===== src/hdl/rfcar_pkg.sv =====
// rfcar_pkg: constants, codes and field widths for the auto-ranging reciprocal
// frequency counter. No dependencies.
package rfcar_pkg;

    localparam int GATE_W   = 24;
    localparam int COUNT_W  = 15;
    localparam int ELAPSED_W = 32;
    localparam int FREQ_W   = 32;
    localparam int STATUS_W = 2;
    localparam int CFG_IDX_W = 2;
    localparam int CFG_DATA_W = 24;
    localparam int WIDE_W   = 64;

    localparam logic [COUNT_W-1:0] START_COUNT  = 15'd10;
    localparam logic [COUNT_W-1:0] THRESH_RESET = 15'd10000;
    localparam logic [GATE_W-1:0]  GATE_RESET   = 24'd100000;
    localparam logic [COUNT_W-1:0] MIN_RESET    = 15'd25;
    localparam logic [COUNT_W-1:0] MAX_RESET    = 15'd32500;

    localparam logic [31:0] US_PER_S    = 32'd1000000;
    localparam logic [31:0] KILO        = 32'd1000;
    localparam logic [31:0] FREQ_SPLIT  = 32'd100000;
    localparam logic [31:0] RANGE_SPLIT = 32'd32000;

    localparam logic [STATUS_W-1:0] ST_MEASURED = 2'd0;
    localparam logic [STATUS_W-1:0] ST_TIMEOUT  = 2'd1;
    localparam logic [STATUS_W-1:0] ST_ZERO     = 2'd2;

    localparam logic [CFG_IDX_W-1:0] CFG_GATE_TIME = 2'd0;
    localparam logic [CFG_IDX_W-1:0] CFG_MIN_COUNT = 2'd1;
    localparam logic [CFG_IDX_W-1:0] CFG_MAX_COUNT = 2'd2;

endpackage


===== src/hdl/reciprocal_frequency_counter_autorange_top.sv =====
// Auto-ranging reciprocal frequency counter: one bit-serial shift-add
// multiplier and one restoring divider shared by a step sequencer.
// Depends on rfcar_pkg.
//
//  channel | direction | handshake            | payload
//  --------+-----------+----------------------+------------------------------------
//  in      | input     | in_valid / in_stall  | timed_out, elapsed_us
//  out     | output    | out_valid / out_stall| status, frequency_hz, next_count
//  cfg     | input     | cfg_we               | cfg_index, cfg_data
//
// A measured transaction runs the serial multiplies and divisions in turn;
// four of the divisions are 64-step and three of the multiplies 32-step.
// A timeout or a zero elapsed time goes from accept straight to the output step.
// in_stall is high from accept until the result moves to the output register.
// The output register holds a result under out_stall while the next transaction
// waits in the output step.
// Reset sets the threshold to 10000 and the state, out_valid and limits to defaults.
module reciprocal_frequency_counter_autorange_top
    import rfcar_pkg::*;
(
    input  logic                  clk,
    input  logic                  rst_n,
    input  logic                  in_valid,
    output logic                  in_stall,
    input  logic                  timed_out,
    input  logic [ELAPSED_W-1:0]  elapsed_us,
    output logic                  out_valid,
    input  logic                  out_stall,
    output logic [STATUS_W-1:0]   status,
    output logic [FREQ_W-1:0]     frequency_hz,
    output logic [COUNT_W-1:0]    next_count,
    input  logic                  cfg_we,
    input  logic [CFG_IDX_W-1:0]  cfg_index,
    input  logic [CFG_DATA_W-1:0] cfg_data
);

    localparam int CNT_W      = 7;
    localparam int NUM_BITS   = 35;
    localparam int MUL_D_BITS = COUNT_W;
    localparam int MUL_T_BITS = 32;
    localparam int MUL_U_BITS = 20;

    typedef enum logic [2:0] {S_IDLE, S_MUL, S_DIV, S_STEP, S_OUT} state_t;
    typedef enum logic [3:0] {
        PH_NUM, PH_FREQ, PH_F1000, PH_TEL_MUL, PH_TEL_DIV, PH_TG_MUL, PH_TG_DIV,
        PH_U_MUL, PH_U_DIV, PH_TU_MUL, PH_TU_DIV
    } phase_t;

    state_t              state_reg, state_next;
    phase_t              phase_reg, phase_next;
    logic [CNT_W-1:0]    cnt_reg, cnt_next;
    logic [WIDE_W-1:0]   acc_reg, acc_next;
    logic [WIDE_W-1:0]   mcand_reg, mcand_next;
    logic [31:0]         mplier_reg, mplier_next;
    logic [31:0]         div_reg, div_next;
    logic [31:0]         rem_reg, rem_next;
    logic [ELAPSED_W-1:0] el_reg, el_next;
    logic [FREQ_W-1:0]   freq_reg, freq_next;
    logic [31:0]         f1k_reg, f1k_next;
    logic                big_reg, big_next;
    logic                br_reg, br_next;
    logic [STATUS_W-1:0] st_reg, st_next;
    logic [COUNT_W-1:0]  thr_reg, thr_next;
    logic [GATE_W-1:0]   gate_reg, gate_next;
    logic [COUNT_W-1:0]  min_reg, min_next;
    logic [COUNT_W-1:0]  max_reg, max_next;
    logic                out_valid_reg, out_valid_next;
    logic [STATUS_W-1:0] out_status_reg, out_status_next;
    logic [FREQ_W-1:0]   out_freq_reg, out_freq_next;
    logic [COUNT_W-1:0]  out_count_reg, out_count_next;

    assign in_stall     = (state_reg != S_IDLE);
    assign out_valid    = out_valid_reg;
    assign status       = out_status_reg;
    assign frequency_hz = out_freq_reg;
    assign next_count   = out_count_reg;

    always_comb
    begin
        logic [32:0]       rem_sh;
        logic [32:0]       diff;
        logic [WIDE_W-1:0] t_v;
        logic [WIDE_W-1:0] s_v;
        logic [FREQ_W-1:0] f_v;
        logic [31:0]       mp_v;
        logic [COUNT_W-1:0] d_v;

        state_next      = state_reg;
        phase_next      = phase_reg;
        cnt_next        = cnt_reg;
        acc_next        = acc_reg;
        mcand_next      = mcand_reg;
        mplier_next     = mplier_reg;
        div_next        = div_reg;
        rem_next        = rem_reg;
        el_next         = el_reg;
        freq_next       = freq_reg;
        f1k_next        = f1k_reg;
        big_next        = big_reg;
        br_next         = br_reg;
        st_next         = st_reg;
        thr_next        = thr_reg;
        gate_next       = gate_reg;
        min_next        = min_reg;
        max_next        = max_reg;
        out_valid_next  = out_valid_reg;
        out_status_next = out_status_reg;
        out_freq_next   = out_freq_reg;
        out_count_next  = out_count_reg;

        rem_sh = {rem_reg, acc_reg[WIDE_W-1]};
        diff   = rem_sh - {1'b0, div_reg};
        t_v    = acc_reg + WIDE_W'(START_COUNT);
        s_v    = '0;
        f_v    = '0;
        mp_v   = big_reg ? f1k_reg : freq_reg;
        d_v    = (thr_reg > START_COUNT) ? (thr_reg - START_COUNT) : '0;

        if (out_valid_reg && !out_stall)
        begin
            out_valid_next = 1'b0;
        end

        if (cfg_we)
        begin
            unique case (cfg_index)
                CFG_GATE_TIME: gate_next = cfg_data;
                CFG_MIN_COUNT: min_next  = cfg_data[COUNT_W-1:0];
                CFG_MAX_COUNT: max_next  = cfg_data[COUNT_W-1:0];
                default: ;
            endcase
        end

        unique case (state_reg)
            S_IDLE:
            begin
                if (in_valid)
                begin
                    el_next = elapsed_us;
                    if (timed_out)
                    begin
                        st_next    = ST_TIMEOUT;
                        freq_next  = '0;
                        thr_next   = min_reg;
                        state_next = S_OUT;
                    end
                    else if (elapsed_us == '0)
                    begin
                        st_next    = ST_ZERO;
                        freq_next  = '0;
                        state_next = S_OUT;
                    end
                    else
                    begin
                        st_next     = ST_MEASURED;
                        acc_next    = '0;
                        mcand_next  = WIDE_W'(US_PER_S);
                        mplier_next = 32'(d_v);
                        cnt_next    = CNT_W'(MUL_D_BITS);
                        phase_next  = PH_NUM;
                        state_next  = S_MUL;
                    end
                end
            end

            S_MUL:
            begin
                if (mplier_reg[0])
                begin
                    acc_next = acc_reg + mcand_reg;
                end
                mcand_next  = {mcand_reg[WIDE_W-2:0], 1'b0};
                mplier_next = {1'b0, mplier_reg[31:1]};
                cnt_next    = cnt_reg - 1'b1;
                if (cnt_reg == CNT_W'(1))
                begin
                    state_next = S_STEP;
                end
            end

            S_DIV:
            begin
                if (!diff[32])
                begin
                    rem_next = diff[31:0];
                    acc_next = {acc_reg[WIDE_W-2:0], 1'b1};
                end
                else
                begin
                    rem_next = rem_sh[31:0];
                    acc_next = {acc_reg[WIDE_W-2:0], 1'b0};
                end
                cnt_next = cnt_reg - 1'b1;
                if (cnt_reg == CNT_W'(1))
                begin
                    state_next = S_STEP;
                end
            end

            S_STEP:
            begin
                // remainder cleared so that a following division starts from zero
                rem_next = '0;
                unique case (phase_reg)
                    PH_NUM:
                    begin
                        acc_next   = {acc_reg[NUM_BITS-1:0], {(WIDE_W-NUM_BITS){1'b0}}};
                        div_next   = el_reg;
                        cnt_next   = CNT_W'(NUM_BITS);
                        phase_next = PH_FREQ;
                        state_next = S_DIV;
                    end
                    PH_FREQ:
                    begin
                        f_v = (|acc_reg[NUM_BITS-1:FREQ_W]) ? '1 : acc_reg[FREQ_W-1:0];
                        freq_next = f_v;
                        big_next  = (f_v > FREQ_SPLIT);
                        if (f_v == '0)
                        begin
                            thr_next   = min_reg;
                            state_next = S_OUT;
                        end
                        else
                        begin
                            acc_next   = {f_v, 32'd0};
                            div_next   = KILO;
                            cnt_next   = CNT_W'(FREQ_W);
                            phase_next = PH_F1000;
                            state_next = S_DIV;
                        end
                    end
                    PH_F1000:
                    begin
                        f1k_next    = acc_reg[31:0];
                        acc_next    = '0;
                        mcand_next  = WIDE_W'(el_reg);
                        mplier_next = big_reg ? acc_reg[31:0] : freq_reg;
                        cnt_next    = CNT_W'(MUL_T_BITS);
                        phase_next  = PH_TEL_MUL;
                        state_next  = S_MUL;
                    end
                    PH_TEL_MUL, PH_TG_MUL, PH_TU_MUL:
                    begin
                        div_next   = big_reg ? KILO : US_PER_S;
                        cnt_next   = CNT_W'(WIDE_W);
                        phase_next = (phase_reg == PH_TEL_MUL) ? PH_TEL_DIV :
                                     (phase_reg == PH_TG_MUL)  ? PH_TG_DIV : PH_TU_DIV;
                        state_next = S_DIV;
                    end
                    PH_TEL_DIV:
                    begin
                        br_next     = (t_v > WIDE_W'(RANGE_SPLIT));
                        acc_next    = '0;
                        mcand_next  = WIDE_W'(gate_reg);
                        mplier_next = mp_v;
                        cnt_next    = CNT_W'(MUL_T_BITS);
                        phase_next  = PH_TG_MUL;
                        state_next  = S_MUL;
                    end
                    PH_TG_DIV:
                    begin
                        if (br_reg)
                        begin
                            if (t_v > WIDE_W'(max_reg))
                            begin
                                t_v = WIDE_W'(max_reg);
                            end
                        end
                        else
                        begin
                            if (t_v < WIDE_W'(min_reg))
                            begin
                                t_v = WIDE_W'(min_reg);
                            end
                        end
                        s_v = (t_v > WIDE_W'(START_COUNT)) ? (t_v - WIDE_W'(START_COUNT)) : '0;
                        acc_next    = '0;
                        mcand_next  = s_v;
                        mplier_next = US_PER_S;
                        cnt_next    = CNT_W'(MUL_U_BITS);
                        phase_next  = PH_U_MUL;
                        state_next  = S_MUL;
                    end
                    PH_U_MUL:
                    begin
                        div_next   = freq_reg;
                        cnt_next   = CNT_W'(WIDE_W);
                        phase_next = PH_U_DIV;
                        state_next = S_DIV;
                    end
                    PH_U_DIV:
                    begin
                        acc_next    = '0;
                        mcand_next  = acc_reg;
                        mplier_next = mp_v;
                        cnt_next    = CNT_W'(MUL_T_BITS);
                        phase_next  = PH_TU_MUL;
                        state_next  = S_MUL;
                    end
                    PH_TU_DIV:
                    begin
                        if (t_v > WIDE_W'(max_reg))
                        begin
                            thr_next = max_reg;
                        end
                        else if (t_v < WIDE_W'(min_reg))
                        begin
                            thr_next = min_reg;
                        end
                        else
                        begin
                            thr_next = t_v[COUNT_W-1:0];
                        end
                        state_next = S_OUT;
                    end
                    default: state_next = S_OUT;
                endcase
            end

            S_OUT:
            begin
                if (!out_valid_reg || !out_stall)
                begin
                    out_valid_next  = 1'b1;
                    out_status_next = st_reg;
                    out_freq_next   = freq_reg;
                    out_count_next  = thr_reg;
                    state_next      = S_IDLE;
                end
            end

            default: state_next = S_IDLE;
        endcase
    end

    always_ff @(posedge clk or negedge rst_n)
    begin
        if (!rst_n)
        begin
            state_reg     <= S_IDLE;
            phase_reg     <= PH_NUM;
            cnt_reg       <= '0;
            thr_reg       <= THRESH_RESET;
            gate_reg      <= GATE_RESET;
            min_reg       <= MIN_RESET;
            max_reg       <= MAX_RESET;
            out_valid_reg <= 1'b0;
        end
        else
        begin
            state_reg     <= state_next;
            phase_reg     <= phase_next;
            cnt_reg       <= cnt_next;
            thr_reg       <= thr_next;
            gate_reg      <= gate_next;
            min_reg       <= min_next;
            max_reg       <= max_next;
            out_valid_reg <= out_valid_next;
        end
    end

    always_ff @(posedge clk)
    begin
        acc_reg        <= acc_next;
        mcand_reg      <= mcand_next;
        mplier_reg     <= mplier_next;
        div_reg        <= div_next;
        rem_reg        <= rem_next;
        el_reg         <= el_next;
        freq_reg       <= freq_next;
        f1k_reg        <= f1k_next;
        big_reg        <= big_next;
        br_reg         <= br_next;
        st_reg         <= st_next;
        out_status_reg <= out_status_next;
        out_freq_reg   <= out_freq_next;
        out_count_reg  <= out_count_next;
    end

    a_busy_after_accept: assert property (@(posedge clk) disable iff (!rst_n)
        in_valid && !in_stall |=> in_stall)
        else $error("input transaction accepted but sequencer not busy");

    a_freq_zero_unmeasured: assert property (@(posedge clk) disable iff (!rst_n)
        out_valid && (status == ST_TIMEOUT || status == ST_ZERO) |-> frequency_hz == '0)
        else $error("nonzero frequency on an unmeasured result");

    a_loop_count_live: assert property (@(posedge clk) disable iff (!rst_n)
        (state_reg == S_MUL || state_reg == S_DIV) |-> cnt_reg != '0)
        else $error("serial loop running with zero step count");

    a_result_from_out: assert property (@(posedge clk) disable iff (!rst_n)
        $rose(out_valid_reg) |-> $past(state_reg) == S_OUT)
        else $error("result loaded outside the output step");

endmodule


===== config.mk =====
export PLATFORM = sky130hd
export DESIGN_NAME = reciprocal_frequency_counter_autorange_top
export DESIGN_NICKNAME = d
export VERILOG_FILES = /design/src/hdl/rfcar_pkg.sv /design/src/hdl/reciprocal_frequency_counter_autorange_top.sv
export SDC_FILE = /design/constraint.sdc
export NUM_CORES = 1
export LEC_CHECK = 0
export ABC_CLOCK_PERIOD_IN_PS = 19500
export BUFFER_PORTS_ARGS = -buffer_cell sky130_fd_sc_hd__buf_2
export CORE_MARGIN = 8
export CORE_UTILIZATION = 40
export CTS_BUF_LIST = sky130_fd_sc_hd__clkbuf_4 sky130_fd_sc_hd__clkbuf_8
export DETAILED_ROUTE_END_ITERATION = 8
export REMOVE_ABC_BUFFERS = 1
export SLEW_MARGIN = 20
export SYNTH_ARGS = -nofsm -noshare
export SYNTH_HDL_FRONTEND = slang
export SYNTH_SLANG_ARGS = --single-unit

===== constraint.sdc =====
create_clock -name clk -period 19.5 [get_ports clk]
set_input_delay 1.95 -clock clk [delete_from_list [all_inputs] [get_ports clk]]
set_output_delay 1.95 -clock clk [all_outputs]
set_load 0.005 [all_outputs]

==> impl_summary.md, run 1 <==
Detailed routing
The met2 routed wirelength is 48,670 um. The detailed router used layers up to and including met5. The routed via count is 26,780. The detail-routed net length per standard cell is 26.09 um. The antenna violation net count after detailed routing is 0. In this run, the number of DRC markers left after iteration 0 of detailed routing was 3,489.

After detailed routing, the met3 layer carries 11,000 um of wire. In the routed layout, each cell is associated on average with a via count of 6.296. In the routed design, unresolved DRC markers number 0. The detailed router put a total of 47,830 um of wire on met1. For this block, the routed nets add up to 111,000 um of wire. The length of the first detailed-routing pass in iterations is 7.

Placement
Summed over all nets, the half-perimeter wirelength after detailed placement is 80,380 um. After detailed placement, the design holds a cell count of 4,099. The final weighted congestion in routability-driven placement is 0.9750.

The count of input and output buffers is 114.

Timing
The headroom to the max-slew limit is 21.47%. The setup-violating endpoint count in the final report is 0. Clock skew on the completed layout was measured at 0.05234 ns. The clock period minus final worst setup slack is 7.881 ns. The final hold violation count is 0. The max-slew violation count is 0. In the finished design, the share of the clock period the worst path needs comes to 40.42%. After routing, the total negative slack on setup checks comes to 0 ns.

Setup repair after global routing left no endpoint under its margin. The achievable frequency is 0.1269 GHz. For the pin with the worst max-slew slack, the measured transition is 1.178 ns.

Critical path
The kind of cell with the highest combined delay on the critical path is simple AND/OR/NAND/NOR gates. The maximum fanout along the worst path is 49. The category of the worst setup path launch point is a flop. STA puts the critical path data required time at 20.03 ns. For the worst flop-to-flop path, the logic depth is 16. Counting both buffers and inverters, the worst setup path holds a total of 2. The startpoint identified for the worst register-to-register timing path is acc_reg[31]. Walking the worst path, the cells encountered are nand4_1 -> or4_1 -> or4_1 -> or3_1 -> a211oi_2 -> and4b_1 -> and4_1 -> buf_4 -> mux2_2 -> buf_4 -> a221oi_2 -> o41ai_1 -> a221o_1 -> o21a_1 -> nand3_1 -> o31ai_1.

The largest stage delay on the critical path is 0.85 ns. The library cell contributing the largest single delay on the critical path is o21a_1. The worst register-to-register path ends at mcand_reg[37]. The critical path arrival is 8.41 ns. The kind of end point of the critical path is a flop. The category of the most critical setup path is reg -> reg.

In this run the register-to-register setup slack is 11.62 ns.

Synthesis
After synthesis the netlist holds a flip-flop and latch count of 457. The number of warnings issued by yosys is 0. The dominant register cell in the synthesized netlist is edfxtp_1. In the synthesized netlist, the number of instances is 3,159. Counting flops with an async set or reset pin after synthesis yields a share of 18.38%. The number of different library cells in the post-synthesis netlist is 97. Summing the sequential cell areas from Yosys gives 43.91% of the chip area. The combined area of all synthesized cells is 30,370 um2. A synthesized cell averages 9.614 um2. Yosys mapped a number of flops with a built-in enable equal to 373.

Run status
The run finished with clean final reports.

Finish
The layout net count is 3,403. From synthesis to final layout, the design area changed by 11.59%. The library cells used most frequently in the layout, excluding fill and tap cells, are 373 x edfxtp_1, 303 x nor2_1, 241 x nand2_1, 229 x o21ai_0, 181 x a21oi_1. The final cell count without fillers is 4,254. Leaving out fill and tap cells, the most frequent cell in the layout is edfxtp_1. Cells with a size suffix above 1 make up 14.66% of the layout.

Die
The starting density of the core is 40.19%. In this run the core area contains 101 standard-cell rows. In this run the horizontal extent of the chip is 291.5 um. The region available for standard cell placement spans 75,570 um2. The area of the die is 85,000 um2. In this run the count of I/O pins placed on the die edge is 115. The vertical die dimension is 291.5 um.

Min path
The classification of the worst-slack hold path is reg -> reg. The worst hold path endpoint is status[1]. Counting instances, the worst hold path has a depth of 0. The startpoint identified for the worst hold timing path is st_reg[1].

GRT
The initial antenna violation count is 7. The total overflow left after global routing is 0. The via count of the first global-routing pass is 25,260.

The pin count of the biggest net entering global routing is 65. The total track usage is 25.07%. The global-route wire length before repair is 165,700 um.

Power and ir drop
Summed over all cells, the static leakage comes to 12.93 nW. The maximum vdd ir drop is 131.3 uV. Dividing total power by cell area gives a power density of 197.8 nW/um2.

CTS
In this run, post-CTS hold repair placed 0 buffers. The maximum level of the CTS H-tree is 3. The clock reaches the later pin of the worst-skew pair after 0.72 ns. Clock-pin slew was measured on the worst setup and hold paths at 0.06 ns. The TritonCTS clock tree is built. After clock tree synthesis, the repair step resized 0 gates. The number of setup buffers added after CTS is 0. The clock passes through at most 3 buffers. Clock tree synthesis selected as its root buffer the cell clkbuf_8. In this run, CTS created clock tree buffers numbering 84. Counting every sink on the clock net gives 457.

Job
The reported max-cap violation count is 0.
## kinds of logic (layout without fill, tap and decap cells)
kind of cell	after synthesis	in the layout	share of synthesized area, %
simple gates	1004	1004	16.07
flops	457	457	43.91
mux	135	135	4.721
buf+inv	325	440	4.182
compound gates	925	925	20.42
fa+ha+maj	133	133	5.513
other cells	0	2	0
xor+xnor	180	180	5.191
## per-stage QoR
step	utilization (%)	cell area [um2]	setup WS (ns)	power, mW	hold slack [ns]
6_report	44.84	33890	11.62	6.704	0.4198
2_1_floorplan	-	29520	10.71	4.415	0.4003
4_1_cts	44.81	33860	11.74	6.647	0.4218
3_5_place_dp	42.36	32010	11.82	5.596	0.4075
5_1_grt	44.84	33890	11.29	7.107	0.4377
3_3_place_gp	42.35	32000	11.80	5.576	0.4012
## report_power, final
group / internal (mW) / switching (mW) / total (mW)
combinational: 1.31 / 2.24 / 3.55
clock: 0.589 / 0.444 / 1.03
sequential: 1.67 / 0.450 / 2.12
## cell type report
| class | count | area [um2] |
|---|---|---|
| Multi-Input combinational cell | 2377 | 16000 |
| Sequential cell | 457 | 13340 |
| Clock inverter | 38 | 407.9 |
| Antenna cell | 2 | 5.005 |
| Timing Repair Buffer | 176 | 1051 |
| Fill cell | 7306 | 41680 |
| Tap cell | 978 | 1224 |
| Inverter | 112 | 420.4 |
| Clock buffer | 114 | 1444 |
## Yosys cell counts, types with 18 or more instances
cell,count,area share (%)
a21oi_1,185,3.0
and3_1,33,0.68
clkbuf_1,168,2.1
a221oi_1,61,1.8
nand2_1,243,3.0
or2_2,19,0.39
xor2_1,70,2.0
nor2b_1,23,0.47
ha_1,129,5.3
o211ai_1,32,0.79
a22oi_1,40,0.99
a22o_1,26,0.75
nor4_1,47,0.97
a21o_1,73,1.8
mux2_2,66,2.4
o21a_1,21,0.52
nor2_1,308,3.8
edfxtp_1,373,37
xnor2_1,110,3.2
nand4_1,51,1.1
nand3_1,79,1.3
buf_1,18,0.22
nand2b_1,34,0.70
buf_2,22,0.36
o22ai_1,35,0.72
mux2i_1,69,2.3
o31ai_1,21,0.52
dfstp_2,25,2.2
inv_1,110,1.4
a31oi_1,21,0.43
dfrtp_1,59,4.9
o21ai_0,229,3.8
nor3_1,76,1.3
a221o_1,26,0.86
## worst register-to-register path, cell delays in order, from the launching register on
cell and delay [ns]:
edfxtp_1 0.83, nand4_1 0.28, or4_1 0.62, or4_1 0.77, or3_1 0.48, a211oi_2 0.40
and4b_1 0.37, and4_1 0.21, buf_4 0.39, mux2_2 0.25, buf_4 0.44, a221oi_2 0.19
o41ai_1 0.41, a221o_1 0.24, o21a_1 0.85, nand3_1 0.57, o31ai_1 0.40
## worst max-delay path by stage
stage                  from       endpoint  slack (ns)  depth (start not counted)
2_1_floorplan  state_reg[1]     acc_reg[0]       10.71                          5
3_3_place_gp    acc_reg[31]  mcand_reg[37]       11.80                         16
3_5_place_dp    acc_reg[31]  mcand_reg[37]       11.82                         16
4_1_cts         acc_reg[31]  mcand_reg[37]       11.74                         16
5_1_grt         acc_reg[31]  mcand_reg[37]       11.29                         17
6_report        acc_reg[31]  mcand_reg[37]       11.62                         16
## routing by layer
| layer | track usage (%) | vias to the layer above |
|---|---|---|
| met4 | 7.543 | 2 |
| met2 | 38.39 | 1371 |
| met5 | 0 | - |
| met1 | 35.39 | 13120 |
| li1 | - | 12070 |
| met3 | 5.415 | 219 |
Power figures use the tool's default switching activity.
==> run 2, diff against run 1 <==
--- a/config.mk
+++ b/config.mk
@@ -5,7 +5,7 @@
 export SDC_FILE = /design/constraint.sdc
 export NUM_CORES = 1
 export LEC_CHECK = 0
-export ABC_CLOCK_PERIOD_IN_PS = 19500
+export ABC_CLOCK_PERIOD_IN_PS = 7550
 export BUFFER_PORTS_ARGS = -buffer_cell sky130_fd_sc_hd__buf_2
 export CORE_MARGIN = 8
 export CORE_UTILIZATION = 40
==> constraint.sdc (replaced) <==
create_clock -name clk -period 7.55 [get_ports clk]
set_input_delay 0.755 -clock clk [delete_from_list [all_inputs] [get_ports clk]]
set_output_delay 0.755 -clock clk [all_outputs]
set_load 0.005 [all_outputs]
==> impl_summary.md, run 2 (same netlist as run 1, synthesis figures left out) <==
Critical path
The kind of end point of the critical path is a flop. The critical path startpoint is acc_reg[1]. The maximum fanout along the worst path is 29 (-41%). The critical path ends at mcand_reg[61]. The critical path required time is 8.05 ns (-11.98 ns). The startpoint of the most critical register-to-register path is acc_reg[1]. The minimum setup slack among reg-to-reg paths is 0.38 ns (-11.24 ns). The capture instance of the worst register-to-register path is mcand_reg[61]. The critical path is of the reg -> reg type.

The cell depth of the worst flop-to-flop path is 21 (+5). The critical path arrival is 7.66 ns (-0.75 ns). The category of the worst setup path launch point is a flop.

Die
The cell row count was 101 (unchanged). The total I/O pin count came to 115 (unchanged). The total core area was 75,570 um2 (unchanged). The starting density of the core is 40.19% (unchanged). The area of the die is 85,000 um2 (unchanged). The die extent in x is 291.5 um (unchanged).

The vertical die dimension is 291.5 um (unchanged).

Detailed routing
The antenna violation net count after detailed routing came to 0 (unchanged). The total detailed-routing wirelength came to 113,500 um (+2.3%). The length of the first detailed-routing pass in iterations is 6 (-1). The detail-routed net length per standard cell is 26.29 um (+0.77%). The via count normalized by instance count was 6.278 (-0.29%). The routed via count is 27,100 (+1.2%). The DRC violation count after routing is 0 (unchanged). The violation count after the first detailed-route iteration is 3,591 (+2.9%).

Finish
The layout net count is 3,465 (+1.8%). The most common cell after layout, fill and taps aside is edfxtp_1. The final cell count without fillers is 4,317 (+1.5%).

The top cell types in the final layout, fill and taps aside, are 373 x edfxtp_1, 302 x nor2_1, 241 x nand2_1, 229 x o21ai_0, 181 x a21oi_1. The layout overhead on the synthesized area is 12.94%. The final standard cell utilization of the core was 45.39% (+0.54 points). The number of inserted filler cells in the final layout came to 7,216 (-1.2%). The fraction of layout instances using a drive strength above 1 came to 16.32% (+1.7 points).

CTS
The clock latency reported for the late side of the worst-skew pair is 0.72 ns (about the same). The master cell of the clock root buffer is clkbuf_8. The number of buffers inserted during clock tree synthesis is 84 (unchanged). The number of hold-repair buffers added at the cts stage is 0 (unchanged). TritonCTS built the clock tree. The number of setup buffers added after CTS is 0 (unchanged). The sink count of the clock tree is 457 (unchanged). The maximum clock insertion buffer count came to 3 (unchanged). The maximum level of the CTS H-tree is 3 (unchanged).

The clock input transition at the sequential cells of the worst setup and hold paths is 0.06 ns (about the same).

Timing
The clock skew is 0.05630 ns (+0.003964 ns). Setup repair after global routing left no endpoint under its margin. The setup-violating endpoint count in the final report is 0 (unchanged).

The slew at the pin with the worst max-slew slack is 1.167 ns (-0.01056 ns). The clock period minus final worst setup slack is 7.167 ns (-0.7140 ns). The final period utilization came to 94.93% (+55 points). The smallest setup slack after layout came to 0.3827 ns (-11.24 ns). The max-slew violation count is 0 (unchanged).

The final hold violation count is 0 (unchanged). The achievable frequency is 0.1395 GHz (+10%). The setup TNS came to 0 ns (unchanged). The headroom to the max-slew limit is 22.01% (+0.54 points).

Placement
The post-DP HPWL was 82,980 um (+3.2%). The placed instance count came to 4,162 (+1.5%). The final weighted congestion in routability-driven placement is 0.9994 (+2.5%). The count of input and output buffers was 114 (unchanged).

The pre-CTS setup slack is 0.4149 ns (-11.41 ns).

GRT
The total overflow reported by the global router is 0 (unchanged). The total track usage is 25.73% (+0.67 points). The met1 routing resource usage after global routing came to 35.90% (+0.51 points).

The routing usage on met3 is 5.999% (+0.58 points). The initial antenna violation count is 7 (unchanged). In this run the most used layer during global routing was met2. The global-route wire length before repair is 169,400 um (+2.3%).

The pin count of the biggest net entering global routing is 66 (+1.5%). The met2 global-route usage is 38.87% (+0.48 points). The via count of the first global-routing pass is 25,740 (+1.9%).

Power and ir drop
The maximum vdd ir drop is 267.7 uV (+100%). The total power is 17.58 mW (+160%). The total power density per cell area was 512.6 nW/um2 (+160%). The leakage component of the power is 13.23 nW (+2.3%).

Job
The reported max-cap violation count was 0 (unchanged).

Min path
In this run the worst hold path is classified as in -> async.

Run status
The flow ran to the end, and the final reports show no timing, DRC or antenna violations.
==> run 2: timing repair <==
action                                  in CTS  in global routing
endpoints found under the setup margin       0                  3
endpoints found under the hold margin        0                  0
resized for setup                            0                  1
==> run 2: per-stage QoR <==
stage | hold WS (ns) | area, um2
after floorplan | 0.4003 | 29520
after detailed placement | 0.4051 | 32490
after CTS | 0.007853 | 34280
final | 0.03708 | 34300
after global placement | 0.4024 | 32490
after global routing | 0.03800 | 34290
==> run 2: metal layers <==
layer | vias up | part of all wire, %
met1 | 13210 | 42
li1 | 12180 | -
met5 | - | 0.021
met4 | 4 | 3.7
met2 | 1479 | 44
met3 | 225 | 11
==> run 2: final cells by class <==
cell class	instances	area (um2)	area share [%]
Multi-Input combinational cell	2377	16000	46.64
Clock buffer	108	1361	3.969
Clock inverter	42	431.7	1.258
Inverter	112	420.4	1.226
Antenna cell	5	12.51	0.03648
Tap cell	978	1224	3.568
Timing Repair Buffer	238	1516	4.421
Sequential cell	457	13340	38.88
==> run 2: report_power, final <==
group          internal (mW)  leakage (nW)  total [mW]  switching, mW
clock network           1.46         0.942        2.61           1.15
registers               4.31          4.60        5.10          0.792
logic                   3.56          7.69        9.88           6.32
==> run 2: worst min path at each step <==
stage                    from          to  slack (ns)  cells past startpoint
finish                  rst_n  min_reg[7]        0.04                      1
global route            rst_n  min_reg[7]        0.04                      1
CTS                     rst_n  min_reg[7]       0.008                      1
detailed placement  st_reg[1]   status[1]        0.41                      0
global placement    st_reg[0]   status[0]        0.40                      0
floorplan           st_reg[0]   status[0]        0.40                      0
==> run 2: worst max-delay path, stage by stage, from the launching register on <==
cell and delay, ns:
edfxtp_1 0.35, buf_4 0.25, a21oi_1 0.23, nor3_1 0.48, and4_1 0.29, xor2_1 0.25, buf_4 0.20, ha_1 0.26
a2111oi_0 0.50, nand3_1 0.12, o21ai_0 0.49, and4_1 0.50, buf_4 0.43, nor3b_1 0.10, a221oi_2 0.34, ha_1 0.28
nor2b_1 0.07, buf_4 0.15, or4_4 0.62, nand2_1 0.23, nand3_1 0.38, o31ai_1 0.40
